[src/rtl/vlf_pkg.sv]
// ----------------------------------------------------------------------------
// vlf_pkg
// Shared widths, register indexes, sequencer states and helpers for the
// viewport letterbox fit block.
// ----------------------------------------------------------------------------
package vlf_pkg;

  localparam int MAX_DIM     = 4096;
  localparam int FRAC_BITS   = 16;
  localparam int DIM_W       = 13;
  localparam int SRC_W       = 17;   // camera width reaches 17 bits
  localparam int ASPECT_W    = 16;
  localparam int ASPECT_FRAC = 12;
  localparam int OFF_W       = 14;
  localparam int POS_W       = 15;
  localparam int PX_W        = 16;   // internal position, before truncation
  localparam int MAG_W       = 15;
  localparam int NORM_W      = 24;
  localparam int PROD_W      = 30;
  localparam int MUL_A_W     = 17;
  localparam int MUL_B_W     = 16;
  localparam int DIVN_W      = MAG_W + FRAC_BITS;
  localparam int DIVD_W      = SRC_W;
  localparam int DCNT_W      = $clog2(DIVN_W + 1);
  localparam int SHIFT_W     = 5;
  localparam int MAX_SHIFT   = 20;
  localparam int CFG_W       = 14;
  localparam int CFG_IDX_W   = 2;
  localparam int SIZE_CAP    = (MAX_DIM < 8191) ? MAX_DIM : 8191;

  localparam logic [1:0] MODE_FIXED    = 2'd0;
  localparam logic [1:0] MODE_BEST_FIT = 2'd1;
  localparam logic [1:0] MODE_KEEP_AR  = 2'd2;
  localparam logic [1:0] MODE_STRETCH  = 2'd3;

  localparam logic [CFG_IDX_W-1:0] CFG_FIT_MODE = 2'd0;
  localparam logic [CFG_IDX_W-1:0] CFG_ANCHOR   = 2'd1;
  localparam logic [CFG_IDX_W-1:0] CFG_OFFSET_X = 2'd2;
  localparam logic [CFG_IDX_W-1:0] CFG_OFFSET_Y = 2'd3;

  typedef enum logic [3:0] {
    ST_IDLE, ST_SRC, ST_CHK, ST_SHIFT, ST_KW, ST_KH, ST_MULW, ST_MULH,
    ST_CR1, ST_CR2, ST_CR3, ST_DIVA, ST_PLACE, ST_NORM, ST_NORMW, ST_LOAD
  } vlf_state_t;

  typedef struct packed {
    logic              start;
    logic [DIVN_W-1:0] num;
    logic [DIVD_W-1:0] den;
  } div_req_t;

  typedef struct packed {
    logic              done;
    logic [DIVN_W-1:0] quo;
  } div_rsp_t;

  // clamp a size to the field cap
  function automatic logic [DIM_W-1:0] sat_size(input logic [32:0] v);
    logic [32:0] cap;
    cap = 33'(SIZE_CAP);
    sat_size = (v > cap) ? DIM_W'(SIZE_CAP) : v[DIM_W-1:0];
  endfunction

endpackage

[src/rtl/vlf_div.sv]
// ----------------------------------------------------------------------------
// vlf_div
// Restoring unsigned divider, one quotient bit per cycle.
// ----------------------------------------------------------------------------
module vlf_div
  import vlf_pkg::*;
(
  input  logic     clk,
  input  logic     rst_n,
  input  div_req_t req,
  output div_rsp_t rsp
);

  logic              busy_r;
  logic              done_r;
  logic [DCNT_W-1:0] cnt_r;
  logic [DIVD_W-1:0] rem_r;
  logic [DIVD_W-1:0] den_r;
  logic [DIVN_W-1:0] quo_r;
  logic [DIVD_W:0]   shifted;
  logic [DIVD_W+1:0] diff;
  logic              neg;
  logic [DIVD_W-1:0] rem_nxt;
  logic [DIVN_W-1:0] quo_nxt;

  always_comb begin
    shifted = {rem_r, quo_r[DIVN_W-1]};
    diff    = {1'b0, shifted} - {2'b00, den_r};
    neg     = diff[DIVD_W+1];
    rem_nxt = neg ? shifted[DIVD_W-1:0] : diff[DIVD_W-1:0];
    quo_nxt = {quo_r[DIVN_W-2:0], ~neg};
  end

  always_ff @(posedge clk) begin
    if (!rst_n) begin
      busy_r <= 1'b0;
      done_r <= 1'b0;
      cnt_r  <= '0;
    end else begin
      done_r <= 1'b0;
      if (req.start) begin
        busy_r <= 1'b1;
        cnt_r  <= DCNT_W'(DIVN_W);
      end else if (busy_r) begin
        cnt_r <= cnt_r - 1'b1;
        if (cnt_r == DCNT_W'(1)) begin
          busy_r <= 1'b0;
          done_r <= 1'b1;
        end
      end
    end
  end

  always_ff @(posedge clk) begin
    if (req.start) begin
      rem_r <= '0;
      quo_r <= req.num;
      den_r <= req.den;
    end else if (busy_r) begin
      rem_r <= rem_nxt;
      quo_r <= quo_nxt;
    end
  end

  assign rsp.done = done_r;
  assign rsp.quo  = quo_r;

endmodule

[src/rtl/viewport_letterbox_fit.sv]
// ----------------------------------------------------------------------------
// viewport_letterbox_fit
// Viewport rectangle for a source shown inside a render target.
// ----------------------------------------------------------------------------
// One request at a time: in_stall stays high from the transfer until the
// result is loaded into the output register; the load waits while the
// previous result is held by out_stall. Most of the work is done by the
// single serial divider: keep-aspect uses one quotient, integer best fit two
// (none if the source is shifted down to fit), fixed and stretch none, and
// each of the four normalized outputs one more unless its target dimension
// is zero. Zero-source requests skip the divider. A new request may be taken
// while the previous result still waits on out_stall.
module viewport_letterbox_fit
  import vlf_pkg::*;
(
  input  logic                 clk,
  input  logic                 rst_n,
  input  logic                 cfg_we,
  input  logic [CFG_IDX_W-1:0] cfg_index,
  input  logic [CFG_W-1:0]     cfg_wdata,
  input  logic                 in_valid,
  output logic                 in_stall,
  input  logic [DIM_W-1:0]     in_target_width,
  input  logic [DIM_W-1:0]     in_target_height,
  input  logic [DIM_W-1:0]     in_source_width,
  input  logic [DIM_W-1:0]     in_source_height,
  input  logic                 in_source_is_camera,
  input  logic [ASPECT_W-1:0]  in_camera_aspect,
  output logic                 out_valid,
  input  logic                 out_stall,
  output logic signed [POS_W-1:0]  out_pos_x,
  output logic signed [POS_W-1:0]  out_pos_y,
  output logic [DIM_W-1:0]         out_size_w,
  output logic [DIM_W-1:0]         out_size_h,
  output logic signed [NORM_W-1:0] out_norm_x,
  output logic signed [NORM_W-1:0] out_norm_y,
  output logic signed [NORM_W-1:0] out_norm_w,
  output logic signed [NORM_W-1:0] out_norm_h,
  output logic                     out_zero_source
);

  // config
  logic [1:0]       fit_mode_r;
  logic [3:0]       anchor_r;
  logic [OFF_W-1:0] off_x_r;
  logic [OFF_W-1:0] off_y_r;

  always_ff @(posedge clk) begin
    if (!rst_n) begin
      fit_mode_r <= MODE_KEEP_AR;
      anchor_r   <= '0;
      off_x_r    <= '0;
      off_y_r    <= '0;
    end else if (cfg_we) begin
      unique case (cfg_index)
        CFG_FIT_MODE: fit_mode_r <= cfg_wdata[1:0];
        CFG_ANCHOR:   anchor_r   <= cfg_wdata[3:0];
        CFG_OFFSET_X: off_x_r    <= cfg_wdata;
        CFG_OFFSET_Y: off_y_r    <= cfg_wdata;
        default: ;
      endcase
    end
  end

  vlf_state_t state_r, state_nxt;

  logic [DIM_W-1:0]    tw_r, th_r, swi_r, shi_r;
  logic                cam_r;
  logic [ASPECT_W-1:0] asp_r;
  logic [SRC_W-1:0]    sw_r;
  logic [DIM_W-1:0]    sh_r;
  logic                zero_r;
  logic [DIM_W-1:0]    vw_r, vh_r;
  logic [SRC_W:0]      tws_r;
  logic [SRC_W:0]      ths_r;
  logic [SHIFT_W-1:0]  m_r;
  logic [DIM_W-1:0]    kw_r;
  logic [DIM_W-1:0]    k_r;
  logic [PROD_W-1:0]   prod1_r, prod2_r;
  logic                ge_r;
  logic signed [PX_W-1:0] px_r, py_r;
  logic [1:0]          idx_r;
  logic                neg_r;
  logic [NORM_W-1:0]   nrm_r [4];

  logic                   out_valid_r;
  logic [POS_W-1:0]       o_px_r, o_py_r;
  logic [DIM_W-1:0]       o_w_r, o_h_r;
  logic [NORM_W-1:0]      o_nx_r, o_ny_r, o_nw_r, o_nh_r;
  logic                   o_zero_r;

  div_req_t div_req;
  div_rsp_t div_rsp;

  vlf_div u_div (
    .clk  (clk),
    .rst_n(rst_n),
    .req  (div_req),
    .rsp  (div_rsp)
  );

  // shared multiplier
  logic [MUL_A_W-1:0]         mul_a;
  logic [MUL_B_W-1:0]         mul_b;
  logic [MUL_A_W+MUL_B_W-1:0] prod;

  assign prod = mul_a * mul_b;

  logic in_xfer, out_xfer;
  logic src_zero, too_big, shift_go, cross_ge, load_ok;

  assign in_xfer  = in_valid && !in_stall;
  assign out_xfer = out_valid_r && !out_stall;
  assign src_zero = (sw_r == '0) || (sh_r == '0);
  assign too_big  = ({4'b0, tw_r} < sw_r) || (th_r < sh_r);
  assign shift_go = (m_r < SHIFT_W'(MAX_SHIFT)) &&
                    ((tws_r < {1'b0, sw_r}) || (ths_r < {5'b0, sh_r}));
  assign cross_ge = prod1_r >= prod2_r;
  assign load_ok  = !out_valid_r || !out_stall;

  // normalize operand select
  logic signed [PX_W-1:0] nval;
  logic [DIM_W-1:0]       ntgt;
  logic                   nneg;
  logic [PX_W-1:0]        nabs;
  logic [NORM_W-1:0]      nsat;

  always_comb begin
    unique case (idx_r)
      2'd0:    nval = px_r;
      2'd1:    nval = py_r;
      2'd2:    nval = PX_W'({1'b0, vw_r});
      default: nval = PX_W'({1'b0, vh_r});
    endcase
    ntgt = idx_r[0] ? th_r : tw_r;
    nneg = nval[PX_W-1];
    nabs = nneg ? PX_W'(-nval) : PX_W'(nval);
    if (neg_r) begin
      nsat = (div_rsp.quo > DIVN_W'(1 << (NORM_W-1))) ? {1'b1, {(NORM_W-1){1'b0}}}
                                                       : NORM_W'(-div_rsp.quo);
    end else begin
      nsat = (div_rsp.quo > DIVN_W'((1 << (NORM_W-1)) - 1)) ? {1'b0, {(NORM_W-1){1'b1}}}
                                                            : div_rsp.quo[NORM_W-1:0];
    end
  end

  // placement
  logic signed [PX_W-1:0] dx, dy, hx, hy, pxc, pyc;

  always_comb begin
    dx = PX_W'(signed'({1'b0, tw_r})) - PX_W'(signed'({1'b0, vw_r}));
    dy = PX_W'(signed'({1'b0, th_r})) - PX_W'(signed'({1'b0, vh_r}));
    hx = (dx + signed'(PX_W'(dx[PX_W-1]))) >>> 1;   // truncate toward zero
    hy = (dy + signed'(PX_W'(dy[PX_W-1]))) >>> 1;
    priority if (anchor_r[0]) pxc = '0;
    else if (anchor_r[1])     pxc = dx;
    else                      pxc = hx;
    priority if (anchor_r[2]) pyc = '0;
    else if (anchor_r[3])     pyc = dy;
    else                      pyc = hy;
  end

  // next state
  always_comb begin
    state_nxt = state_r;
    unique case (state_r)
      ST_IDLE:  if (in_xfer) state_nxt = ST_SRC;
      ST_SRC:   state_nxt = ST_CHK;
      ST_CHK: begin
        if (src_zero) begin
          state_nxt = ST_LOAD;
        end else begin
          unique case (fit_mode_r)
            MODE_BEST_FIT: state_nxt = too_big ? ST_SHIFT : ST_KW;
            MODE_KEEP_AR:  state_nxt = ST_CR1;
            default:       state_nxt = ST_PLACE;
          endcase
        end
      end
      ST_SHIFT: if (!shift_go) state_nxt = ST_PLACE;
      ST_KW:    if (div_rsp.done) state_nxt = ST_KH;
      ST_KH:    if (div_rsp.done) state_nxt = ST_MULW;
      ST_MULW:  state_nxt = ST_MULH;
      ST_MULH:  state_nxt = ST_PLACE;
      ST_CR1:   state_nxt = ST_CR2;
      ST_CR2:   state_nxt = ST_CR3;
      ST_CR3:   state_nxt = ST_DIVA;
      ST_DIVA:  if (div_rsp.done) state_nxt = ST_PLACE;
      ST_PLACE: state_nxt = ST_NORM;
      ST_NORM: begin
        if (ntgt != '0)          state_nxt = ST_NORMW;
        else if (idx_r == 2'd3)  state_nxt = ST_LOAD;
      end
      ST_NORMW: if (div_rsp.done) state_nxt = (idx_r == 2'd3) ? ST_LOAD : ST_NORM;
      ST_LOAD:  if (load_ok) state_nxt = ST_IDLE;
      default:  state_nxt = ST_IDLE;
    endcase
  end

  // unit control
  always_comb begin
    in_stall    = (state_r != ST_IDLE);
    div_req     = '0;
    mul_a       = '0;
    mul_b       = '0;
    unique case (state_r)
      ST_SRC: begin
        mul_a = MUL_A_W'(th_r);
        mul_b = asp_r;
      end
      ST_CHK: begin
        div_req.start = !src_zero && (fit_mode_r == MODE_BEST_FIT) && !too_big;
        div_req.num   = DIVN_W'(tw_r);
        div_req.den   = sw_r;
      end
      ST_KW: begin
        div_req.start = div_rsp.done;
        div_req.num   = DIVN_W'(th_r);
        div_req.den   = DIVD_W'(sh_r);
      end
      ST_MULW: begin
        mul_a = sw_r;
        mul_b = MUL_B_W'(k_r);
      end
      ST_MULH: begin
        mul_a = MUL_A_W'(sh_r);
        mul_b = MUL_B_W'(k_r);
      end
      ST_CR1: begin
        mul_a = MUL_A_W'(tw_r);
        mul_b = MUL_B_W'(sh_r);
      end
      ST_CR2: begin
        mul_a = sw_r;
        mul_b = MUL_B_W'(th_r);
      end
      ST_CR3: begin
        div_req.start = 1'b1;
        div_req.num   = DIVN_W'(cross_ge ? prod2_r : prod1_r);
        div_req.den   = cross_ge ? DIVD_W'(sh_r) : sw_r;
      end
      ST_NORM: begin
        div_req.start = (ntgt != '0);
        div_req.num   = {nabs[MAG_W-1:0], {FRAC_BITS{1'b0}}};
        div_req.den   = DIVD_W'(ntgt);
      end
      default: ;
    endcase
  end

  always_ff @(posedge clk) begin
    if (!rst_n) begin
      state_r     <= ST_IDLE;
      out_valid_r <= 1'b0;
    end else begin
      state_r <= state_nxt;
      if (state_r == ST_LOAD && load_ok) begin
        out_valid_r <= 1'b1;
      end else if (out_xfer) begin
        out_valid_r <= 1'b0;
      end
    end
  end

  // datapath
  always_ff @(posedge clk) begin
    unique case (state_r)
      ST_IDLE: begin
        tw_r   <= in_target_width;
        th_r   <= in_target_height;
        swi_r  <= in_source_width;
        shi_r  <= in_source_height;
        cam_r  <= in_source_is_camera;
        asp_r  <= in_camera_aspect;
        zero_r <= 1'b0;
        idx_r  <= '0;
      end
      ST_SRC: begin
        if (cam_r) begin
          sw_r <= (asp_r != '0) ? prod[ASPECT_FRAC+SRC_W-1:ASPECT_FRAC]
                                : SRC_W'(tw_r);
          sh_r <= th_r;
        end else begin
          sw_r <= SRC_W'(swi_r);
          sh_r <= shi_r;
        end
      end
      ST_CHK: begin
        zero_r <= src_zero;
        tws_r  <= (SRC_W+1)'({tw_r, 1'b0});
        ths_r  <= (SRC_W+1)'({th_r, 1'b0});
        m_r    <= SHIFT_W'(1);
        if (fit_mode_r == MODE_FIXED) begin
          vw_r <= sat_size(33'(sw_r));
          vh_r <= sat_size(33'(sh_r));
        end else begin
          vw_r <= sat_size(33'(tw_r));
          vh_r <= sat_size(33'(th_r));
        end
      end
      ST_SHIFT: begin
        if (shift_go) begin
          m_r   <= m_r + 1'b1;
          tws_r <= tws_r[SRC_W] ? tws_r : {tws_r[SRC_W-1:0], 1'b0};
          ths_r <= ths_r[SRC_W] ? ths_r : {ths_r[SRC_W-1:0], 1'b0};
        end else begin
          vw_r <= sat_size(33'(sw_r >> m_r));
          vh_r <= sat_size(33'(sh_r >> m_r));
        end
      end
      ST_KW: if (div_rsp.done) kw_r <= div_rsp.quo[DIM_W-1:0];
      ST_KH: begin
        if (div_rsp.done) begin
          k_r <= (div_rsp.quo[DIM_W-1:0] < kw_r) ? div_rsp.quo[DIM_W-1:0] : kw_r;
        end
      end
      ST_MULW: vw_r <= sat_size(prod);
      ST_MULH: vh_r <= sat_size(prod);
      ST_CR1:  prod1_r <= prod[PROD_W-1:0];
      ST_CR2:  prod2_r <= prod[PROD_W-1:0];
      ST_CR3:  ge_r <= cross_ge;
      ST_DIVA: begin
        if (div_rsp.done) begin
          if (ge_r) vw_r <= sat_size(33'(div_rsp.quo));
          else      vh_r <= sat_size(33'(div_rsp.quo));
        end
      end
      ST_PLACE: begin
        px_r <= pxc + PX_W'(signed'(off_x_r));
        py_r <= pyc + PX_W'(signed'(off_y_r));
      end
      ST_NORM: begin
        neg_r <= nneg;
        if (ntgt == '0) begin
          nrm_r[idx_r] <= '0;
          idx_r        <= idx_r + 1'b1;
        end
      end
      ST_NORMW: begin
        if (div_rsp.done) begin
          nrm_r[idx_r] <= nsat;
          idx_r        <= idx_r + 1'b1;
        end
      end
      ST_LOAD: begin
        if (load_ok) begin
          o_zero_r <= zero_r;
          o_px_r   <= zero_r ? '0 : px_r[POS_W-1:0];
          o_py_r   <= zero_r ? '0 : py_r[POS_W-1:0];
          o_w_r    <= zero_r ? '0 : vw_r;
          o_h_r    <= zero_r ? '0 : vh_r;
          o_nx_r   <= zero_r ? '0 : nrm_r[0];
          o_ny_r   <= zero_r ? '0 : nrm_r[1];
          o_nw_r   <= zero_r ? '0 : nrm_r[2];
          o_nh_r   <= zero_r ? '0 : nrm_r[3];
        end
      end
      default: ;
    endcase
  end

  assign out_valid       = out_valid_r;
  assign out_pos_x       = signed'(o_px_r);
  assign out_pos_y       = signed'(o_py_r);
  assign out_size_w      = o_w_r;
  assign out_size_h      = o_h_r;
  assign out_norm_x      = signed'(o_nx_r);
  assign out_norm_y      = signed'(o_ny_r);
  assign out_norm_w      = signed'(o_nw_r);
  assign out_norm_h      = signed'(o_nh_r);
  assign out_zero_source = o_zero_r;

  // a quotient only comes back to a state that waits for one
  a_div_done_owner: assert property (@(posedge clk) disable iff (!rst_n)
    div_rsp.done |-> (state_r == ST_KW || state_r == ST_KH ||
                      state_r == ST_DIVA || state_r == ST_NORMW))
    else $error("divider result with no consumer");

  // new results appear only out of the load state
  a_load_src: assert property (@(posedge clk) disable iff (!rst_n)
    $rose(out_valid_r) |-> $past(state_r == ST_LOAD))
    else $error("result shown without load");

  // zero source result carries no rectangle
  a_zero_clean: assert property (@(posedge clk) disable iff (!rst_n)
    (out_valid_r && o_zero_r) |-> (o_w_r == '0 && o_h_r == '0 && o_nw_r == '0))
    else $error("zero source with nonzero size");

  // divider start never comes back to back
  a_one_div: assert property (@(posedge clk) disable iff (!rst_n)
    div_req.start |=> !div_req.start)
    else $error("back to back divider start");

endmodule
[config.mk]
export PLATFORM = sky130hd
export DESIGN_NAME = viewport_letterbox_fit
export DESIGN_NICKNAME = d
export VERILOG_FILES = /design/src/rtl/vlf_pkg.sv /design/src/rtl/vlf_div.sv /design/src/rtl/viewport_letterbox_fit.sv
export SDC_FILE = /design/constraint.sdc
export NUM_CORES = 2
export LEC_CHECK = 0
export BUFFER_PORTS_ARGS = -buffer_cell sky130_fd_sc_hd__clkbuf_2
export CORE_MARGIN = 3
export CORE_UTILIZATION = 60
export DETAILED_ROUTE_END_ITERATION = 12
export HOLD_SLACK_MARGIN = 0.1
export PLACE_DENSITY = 0.76
export SETUP_SLACK_MARGIN = 0.05
export SLEW_MARGIN = 20
export SYNTH_ARGS = -nofsm -noshare
export SYNTH_HDL_FRONTEND = slang
export SYNTH_SLANG_ARGS = --single-unit
[constraint.sdc]
create_clock -name clk -period 11 [get_ports clk]
set_input_delay 2.2 -clock clk [delete_from_list [all_inputs] [get_ports clk]]
set_output_delay 2.2 -clock clk [all_outputs]
set_load 0.05 [all_outputs]
==> key figures <==
STA
  • Final setup violating endpoints: 0
  • Crit share post-route: 0.9352
  • TNS Setup: 0 ns
  • Max Clk Rate: 97.20 MHz
  • Rel. slew slack: 0.2857
  • Fin worst setup slack: 0.7123 ns
  • Max Slew Vio Count: 0
  • Crit path time final: 10.29 ns
  • Clock skew: 0.05126 ns
  • Hold Violations, Final: 0
  • RSZ-0062 raised after global routing: false
  • Least-Margin Pin Slew: 1.064 ns

Setup path
  • Most frequent CP cell: fa_1
  • Worst R2R Path Depth: 27
  • R2r setup slk: 0.71 ns
  • Arrival time at the worst endpoint: 10.74 ns
  • CP required: 11.45 ns
  • Max FO, Critical Path: 18
  • Crit Reg-Reg Endpoint: vh_r[9]$_DFFE_PP_
  • Crit-path max cell delay: 0.63 ns
  • CP max stage cell: nand4_1
  • Crit end category: flop
  • Startpoint types: flop
  • Worst R2R Start: state_r[3]$_SDFFE_PN0P_
  • Worst Setup Path Type: reg -> reg

Synth
  • Yosys top cell by area: edfxtp_1
  • Register bit count reported by yosys: 647
  • Mapped Cells: 4284
  • Seq/Total Area, Yosys: 0.4278
  • Synth warn: 0
  • Synth area leaders: edfxtp_1 (40%), fa_1 (9.7%), ha_1 (8.0%)
  • Count leader, synth: edfxtp_1
  • Post-synth EDFFs: 584
  • Syn_area_per_cell: 10.26 µm²
  • Yosys cell types: 88
  • Synthesized area: 0.04394 mm²
  • Top cells by count, synth: edfxtp_1 (584), nand2_1 (474), inv_1 (466)
  • Async set or reset register ratio after synthesis: 0
  • Area share of the largest cell type after synthesis: 0.3991
  • Synth Flop Type: edfxtp_1

GRT
  • GRT Residual Overflow: 0
  • First-pass GRT wire length: 209900 µm
  • Pin count of the biggest net entering global routing: 101
  • GRT Total Usage: 0.3622
  • Number of global-route vias before repair: 33412
  • Initial antenna violation count: 5

Floorplan
  • Die W: 276.6 µm
  • Num ports: 245
  • Die area: 0.07652 mm²
  • Die height: 276.6 µm
  • Site row count: 98
  • Core box area: 0.07198 mm²
  • Initial Utilization: 0.6105

Routing
  • Vias/cell: 6.300
  • WL/cell: 25.44 µm
  • Initial DRC Count: 4172
  • 1st-pass router iterations: 13
  • Detail Route Antenna Nets: 0
  • DRT Wirelength: 139700 µm
  • Via count: 34597
  • # DRC: 0

Finish
  • Layout cell share with drive strength beyond 1: 0.1241
  • Post-layout util: 0.6797
  • Area of the multi-input gates: 0.02265 mm²
  • Post-route cell area: 0.04892 mm²
  • Layout area overhead: 11.33%
  • FF/Latch Area: 0.01880 mm²
  • Nets: 5065
  • Fillers: 5477

Clock network
  • H-tree levels: 3
  • CTS Sinks: 647
  • Clock Latency Late Sink: 0.64 ns
  • Root Driver: clkbuf_16
  • CTS Hold Bufs: 0
  • TritonCTS clock tree: yes
  • CTS Buffer Depth: 3
  • Total CTS buffers: 70
  • Setup bufs post-CTS: 0
  • CTS resizes: 0
  • Clock-pin slew of the registers on the worst-case setup and hold paths: 0.07 ns

Min path
  • Worst hold path type: reg -> reg
  • Hold Crit Depth: 2
  • Hold Startpoint: off_x_r[13]$_SDFFE_PN0P_
  • Hold path endpoint: off_x_r[13]$_SDFFE_PN0P_

Placement
  • Cell area after placement: 0.04632 mm²
  • Placed wire-length estimate: 104400 µm
  • Number of port buffers: 244
  • Worst slack at placement: 1.037 ns
  • RePlAce Congestion: 1.065

Pwr
  • Leakage: 20.21 nW
  • Max rail drop VDD: 0.2059 mV
  • Tot Pwr: 14.16 mW
  • Power Density: 289.5 mW/mm²

Job
  • Total of max-cap violations: 0

Outcome
  • Status: completed
-- report_power, final --
group          total, mW  internal [mW]  leakage, nW  switching, mW
logic               7.62           2.63         13.3           4.99
clock network       2.60           1.55         1.25           1.05
registers           3.94           3.44         5.67          0.500
-- cell type report --
cell class | count | share of cell area
clock buffers | 80 | 0.03760
inverters | 466 | 0.03576
multi-input cells | 2955 | 0.4630
well taps | 950 | 0.02430
flip-flops and latches | 647 | 0.3843
diodes | 6 | 0.0003069
clock inverters | 48 | 0.01499
repair buffers | 340 | 0.03977
-- stage by stage --
step,hold slack (ns),instances
global route,0.5060,5486
CTS,0.4789,5486
global placement,0.4605,5358
detailed placement,0.4704,5358
floorplan,0.4244,4294
finish,0.4773,5492
-- state kept, by name, indices dropped and copies added, names as in the netlist, 16 cells and up --
signal,cells
nrm_r,96
u_div.quo_r,31
prod1_r,30
prod2_r,30
out_norm_h,24
out_norm_w,24
out_norm_x,24
out_norm_y,24
sw_r,17
ths_r,17
tws_r,17
u_div.den_r,17
u_div.rem_r,17
asp_r,16
px_r,16
py_r,16
-- worst max-delay path by stage --
stage | endpoint | cells after the start | start | slack, ns
floorplan | state_r[2]$_SDFFE_PN0P_ | 3 | out_stall | 0.67
global placement | vh_r[6]$_DFFE_PP_ | 27 | state_r[3]$_SDFFE_PN0P_ | 1.33
detailed placement | vh_r[9]$_DFFE_PP_ | 27 | state_r[3]$_SDFFE_PN0P_ | 1.04
CTS | vh_r[9]$_DFFE_PP_ | 29 | state_r[3]$_SDFFE_PN0P_ | 0.99
global route | vh_r[9]$_DFFE_PP_ | 27 | state_r[3]$_SDFFE_PN0P_ | 0.35
finish | vh_r[9]$_DFFE_PP_ | 27 | state_r[3]$_SDFFE_PN0P_ | 0.71
-- metal layers --
layer	vias up	share of wire	track usage	routed length [µm]
li1	15453	-	-	-
met2	2054	0.43	0.5436	60360
met1	16595	0.38	0.4853	53400
met4	2	0.070	0.1994	9781
met3	493	0.12	0.09113	16190
met5	-	0.000086	0	12
-- critical path: cells and delay by family, from the launching register on --
kind / cells / cell delay [ns]
adders and majority gates: 7 / 3.43
buffers and inverters: 3 / 0.18
xor gates and xnor gates: 1 / 0.17
DFF: 1 / 0.56
AOI/OAI and AO/OA: 7 / 2.12
and+or+nand+nor: 9 / 3.64
-- kinds of logic (layout without fill, tap and decap cells) --
logic type      after synthesis  after routing  share of synthesized area
flops                       647            647                     0.4278
fa+ha+maj                   495            495                     0.1773
buf+inv                     692            934                    0.05948
other cells                   2             18                  0.0001709
mux                         147            147                    0.03904
xor+xnor                     94             94                    0.01874
compound gates              811            811                     0.1256
simple gates               1396           1396                     0.1518
-- layout by cell type (no fill, tap or decap), drive strengths merged, types with 29 or more instances in the layout --
cell | synthesis | layout
a21boi | 44 | 44
a21o | 66 | 66
a21oi | 178 | 178
a222oi | 29 | 29
a22oi | 52 | 52
a311oi | 31 | 31
and2 | 32 | 32
and3 | 29 | 29
buf | 33 | 96
clkbuf | 193 | 324
clkinv | 0 | 29
dfxtp | 63 | 63
edfxtp | 584 | 584
fa | 213 | 213
ha | 282 | 282
inv | 466 | 468
mux2 | 45 | 45
mux2i | 87 | 87
nand2 | 474 | 474
nand2b | 44 | 44
nand3 | 58 | 58
nand4 | 34 | 34
nor2 | 350 | 350
nor2b | 175 | 175
nor3 | 61 | 61
o21a | 38 | 38
o21ai | 156 | 156
or3 | 38 | 38
xnor2 | 63 | 63
xor2 | 31 | 31
No activity file was read; power rests on OpenSTA's default activity.
